==> src/rtl/eors_pkg.sv <==
// ---------------------------------------------------------------------------
// eors_pkg: shared types and codes for the extent overlap sweep
// Field widths, operation and status codes, FSM state and the cell command.
// ---------------------------------------------------------------------------
package eors_pkg;

    localparam int END_W       = 49;
    localparam int START_W     = 48;
    localparam int LEN_W       = 32;
    localparam int SEG_START_W = 64;
    localparam int SEG_LEN_W   = 49;
    localparam int REF_W       = 6;
    localparam int STATUS_W    = 2;
    localparam int OP_W        = 2;
    localparam int IN_DATA_W   = 80;
    localparam int OUT_DATA_W  = 128;
    localparam int COW_W       = 64;
    localparam int BAG_DEPTH_DEF = 32;
    localparam logic [COW_W-1:0] COW_RESET = {1'b1, {(COW_W-1){1'b0}}};

    // operation codes
    localparam logic [OP_W-1:0] OP_SHARE = 2'd0;
    localparam logic [OP_W-1:0] OP_COW   = 2'd1;
    localparam logic [OP_W-1:0] OP_SKIP  = 2'd2;
    localparam logic [OP_W-1:0] OP_END   = 2'd3;

    // status codes
    localparam logic [STATUS_W-1:0] STS_OK       = 2'd0;
    localparam logic [STATUS_W-1:0] STS_OVERFLOW = 2'd1;
    localparam logic [STATUS_W-1:0] STS_ZERO_LEN = 2'd2;
    localparam logic [STATUS_W-1:0] STS_ORDER    = 2'd3;

    typedef enum logic [2:0] {
        ST_IDLE,
        ST_CLOSE,
        ST_SWEEP,
        ST_INSERT,
        ST_DRAIN,
        ST_FLUSH
    } t_state;

    // broadcast to every cell of the bag
    typedef struct packed {
        logic             ins;
        logic             pop;
        logic [END_W-1:0] val;
    } t_cell_cmd;

    typedef struct packed {
        logic [STATUS_W-1:0]    status;
        logic [REF_W-1:0]       cnt;
        logic [SEG_LEN_W-1:0]   len;
        logic [SEG_START_W-1:0] start;
    } t_result;

endpackage

==> src/rtl/eors_cell.sv <==
// ---------------------------------------------------------------------------
// eors_cell: one slot of the sorted end-position chain
// Holds one end; inserts shift larger ends right, a pop shifts all left.
// ---------------------------------------------------------------------------
module eors_cell (
    input  logic                            i_clk,
    input  logic                            i_rst_n,
    input  eors_pkg::t_cell_cmd             i_cmd,
    input  logic                            i_left_v,
    input  logic [eors_pkg::END_W-1:0]      i_left_end,
    input  logic                            i_left_le,
    input  logic                            i_right_v,
    input  logic [eors_pkg::END_W-1:0]      i_right_end,
    output logic                            o_v,
    output logic [eors_pkg::END_W-1:0]      o_end,
    output logic                            o_le
);
    import eors_pkg::*;

    logic             r_v;
    logic [END_W-1:0] r_end;
    logic             n_v;
    logic [END_W-1:0] n_end;

    // this slot holds an end at or below the value being inserted
    assign o_le  = r_v && (r_end <= i_cmd.val);
    assign o_v   = r_v;
    assign o_end = r_end;

    always_comb begin
        n_v   = r_v;
        n_end = r_end;
        if (i_cmd.pop) begin
            n_v   = i_right_v;
            n_end = i_right_end;
        end else if (i_cmd.ins && !o_le) begin
            if (i_left_le) begin
                n_v   = 1'b1;
                n_end = i_cmd.val;
            end else if (i_left_v) begin
                n_v   = 1'b1;
                n_end = i_left_end;
            end
        end
    end

    always_ff @(posedge i_clk) begin
        if (!i_rst_n) begin
            r_v <= 1'b0;
        end else begin
            r_v <= n_v;
        end
        r_end <= n_end;
    end

endmodule

==> config.mk <==
export PLATFORM = sky130hd
export DESIGN_NAME = eors_cell
export DESIGN_NICKNAME = d
export VERILOG_FILES = /design/src/rtl/eors_pkg.sv /design/src/rtl/eors_cell.sv
export SDC_FILE = /design/constraint.sdc
export NUM_CORES = 1
export LEC_CHECK = 0
export BUFFER_PORTS_ARGS = -buffer_cell sky130_fd_sc_hd__buf_2
export CORE_AREA = 2 2 116 118
export CTS_BUF_LIST = sky130_fd_sc_hd__clkbuf_8 sky130_fd_sc_hd__clkbuf_16
export DETAILED_ROUTE_END_ITERATION = 7
export DIE_AREA = 0 0 118 120
export HOLD_SLACK_MARGIN = 0.12
export PLACE_DENSITY = 0.68
export SYNTH_ARGS = -nofsm -noshare
export SYNTH_HDL_FRONTEND = slang
export SYNTH_SLANG_ARGS = --single-unit
==> constraint.sdc <==
create_clock -name i_clk -period 12.8 [get_ports i_clk]
set_input_delay 1.92 -clock i_clk [delete_from_list [all_inputs] [get_ports i_clk]]
set_output_delay 1.92 -clock i_clk [all_outputs]
set_load 0.05 [all_outputs]
==> out/metrics.csv <==
stage,metric,value,unit
outcome,status,"complete, no violations",
worst_hold_path,Worst Hold Class,flip-flop to flip-flop,
global_routing,Total GRT Usage,0.145,
synth,Async SR Flop Fraction,0,
clocking,post-CTS setup buffers,0,
pwr,PD cells,108,mW/mm^2
sta,Least-Margin Pin Slew,0.814,ns
clocking,Post-CTS Resized,0,
clocking,hold buffers post-CTS,0,
sta,Final Hold Fails,0,
global_routing,largest net degree at the start of global routing,99,
synth,Mapped Cells,405,
synth,Synth Flop Type,edfxtp_1,
pwr,P_leak,2.68,nW
sta,crit path time final,5.81,ns
die,initial core utilization,0.294,
sta,Slew headroom,0.457,
detailed_routing,first drt pass iteration count,4,
detailed_routing,Iter 0 DRT Violations,102,
global_routing,gr ovfl total,0,
run,MaxCap Viol Count,0,
worst_setup_path,CP Data Arrival Time,3.89,ns
clocking,clock latency on the worst-skew pair,0.30,ns
detailed_routing,ANT nets after route,0,
die,Core Footprint,0.0130,sq mm
synth,Syn. warnings,0,
sta,unrepaired setup endpoints after global routing,false,
placement,GP Congestion,0.778,
clocking,CTS Buffer Depth,2,
global_routing,vias in the first global route,3482,
clocking,H-tree level count,2,
die,die width,118,um
synth,"Net Count, Synth",608,
detailed_routing,DR vias/cell,4.54,
worst_setup_path,Worst setup EP type,output pin,
die,full die area,0.0142,sq mm
sta,Max Fclk,172,MHz
cells_and_area,Synth-to-Final Area Change,35.9,%
clocking,CTS tree,built,
pwr,peak supply drop,49.4,uV
synth,Mapped Area,0.00381,sq mm
detailed_routing,Post-route DRC,0,
die,Die Ht,120,um
clocking,cts bufs inserted,5,
clocking,CTS sink cnt,50,
sta,final setup fails,0,
synth,Post-Syn Area per Cell,9.42,sq um
synth,sequential element share of the synthesized area,0.391,
synth,"EDFF count, synth",49,
pwr,Final Power,0.000561,W
clocking,clk slew on worst S/H paths,0.07,ns
clocking,CTS root buffer,clkbuf_16,
worst_setup_path,startpoint types,input port,
worst_setup_path,kind of critical path,input port to output pin,
detailed_routing,Detailed Route WL,10.2,mm
detailed_routing,drt wl/cell,13.0,um
die,Site Rows,42,
cells_and_area,fraction of layout cells with a size suffix above 1,0.371,
placement,hpwl dp,8.28,mm
global_routing,global-route wire length before repair,16.4,mm
worst_setup_path,worst path required time,10.88,ns
placement,number of I/O port buffers,204,
sta,period utilization,0.454,
sta,Final Max Slew Viols,0,
global_routing,initial antenna violation count,1,
sta,Final TNS setup,0,ns
die,number of I/O pins,205,
synth,Cell variety after synth,29,
sta,Setup Skew,0.00850,ns
detailed_routing,via count,3545,
worst_setup_path,crit-path max FO,3,
cells_and_area,nets,805,
cells_and_area,Filler Cell Count,1369,
synth,synthesized flop and latch total,50,
final cells by class:
type | instances | area, sq um | share of cell area
clock buffers | 5 | 125 | 0.0241
inverters | 51 | 191 | 0.0369
clock inverters | 3 | 37.5 | 0.00724
diodes | 1 | 2.50 | 0.000483
repair buffers | 207 | 1040 | 0.201
well taps | 176 | 220 | 0.0425
flip-flops and latches | 50 | 1490 | 0.288
multi-input cells | 287 | 2070 | 0.400
synthesized netlist by cell type (3+ instances only):
| master | n | share of area |
|---|---|---|
| nand2_1 | 68 | 0.067 |
| o21ai_0 | 57 | 0.075 |
| inv_1 | 51 | 0.050 |
| edfxtp_1 | 49 | 0.39 |
| ha_1 | 49 | 0.16 |
| mux2i_1 | 49 | 0.13 |
| a21oi_1 | 25 | 0.033 |
| clkbuf_1 | 11 | 0.011 |
| nand4_1 | 7 | 0.011 |
| buf_2 | 6 | 0.0079 |
| nor2_1 | 6 | 0.0059 |
| nand3_1 | 3 | 0.0039 |
registers in the layout, summed over array words and instances (netlist names):
name and flops:
o_v 1, o_end 49
final timing paths:
kind | from | to | slack [ns] | cells after the start
worst max-delay path | i_cmd[31] | o_le | 6.99 | 10
worst min-delay path | o_v | o_v | 0.60 | 1
worst max register to register | o_end[23] | o_end[48] | 9.62 | 8
worst min register to register | o_v | o_v | 0.60 | 1
cell usage in the layout, fill, tap and decap left out, drive strengths merged, types with 5 or more instances in the layout:
cell and instances:
inv 53, nand4 9, edfxtp 49, ha 49, buf 207, mux2i 49, o21ai 59, nand2 68
nor2 6, a21oi 25, clkbuf 5
critical path, stage by stage:
cell and delay [ns]:
buf_2 0.09, inv_1 0.04, ha_1 0.31, a21oi_1 0.16, nand2_1 0.06, a221oi_1 0.31, o211ai_1 0.19, a31oi_1 0.36
a2bb2o_4 0.18, buf_2 0.25
logic make-up (layout without fill, tap and decap cells):
| logic type | count (synthesis) | count (layout) | synth area share |
|---|---|---|---|
| flops | 50 | 50 | 0.391 |
| compound gates | 94 | 94 | 0.135 |
| other cells | 0 | 1 | 0 |
| mux | 49 | 49 | 0.129 |
| simple gates | 95 | 95 | 0.115 |
| fa+ha+maj | 49 | 49 | 0.161 |
| buf+inv | 68 | 266 | 0.0689 |
routing by layer:
metal / up-vias / part of all wire / track usage
met5: - / 0 / 0
met4: 0 / 0.014 / 0.0512
met3: 11 / 0.069 / 0.0423
met2: 114 / 0.49 / 0.257
met1: 1581 / 0.43 / 0.167
li1: 1839 / - / -
per-stage QoR:
stage	std cells	utilization	hold slack, ns	setup WS (ns)	cell area, sq um
2_1_floorplan	405	-	0.818	6.98	3810
3_3_place_gp	771	0.387	0.566	6.99	5020
3_5_place_dp	771	0.387	0.572	6.94	5020
4_1_cts	779	0.399	0.588	6.94	5180
5_1_grt	780	0.399	0.627	6.83	5180
6_report	780	0.399	0.596	6.99	5180
power breakdown:
part,total [W],switching [W],internal (W)
clock,0.000151,0.0000599,0.0000909
sequential,0.000213,0.00000946,0.000203
combinational,0.000197,0.000132,0.0000647
Note: power is estimated with default switching activity, not from simulation.
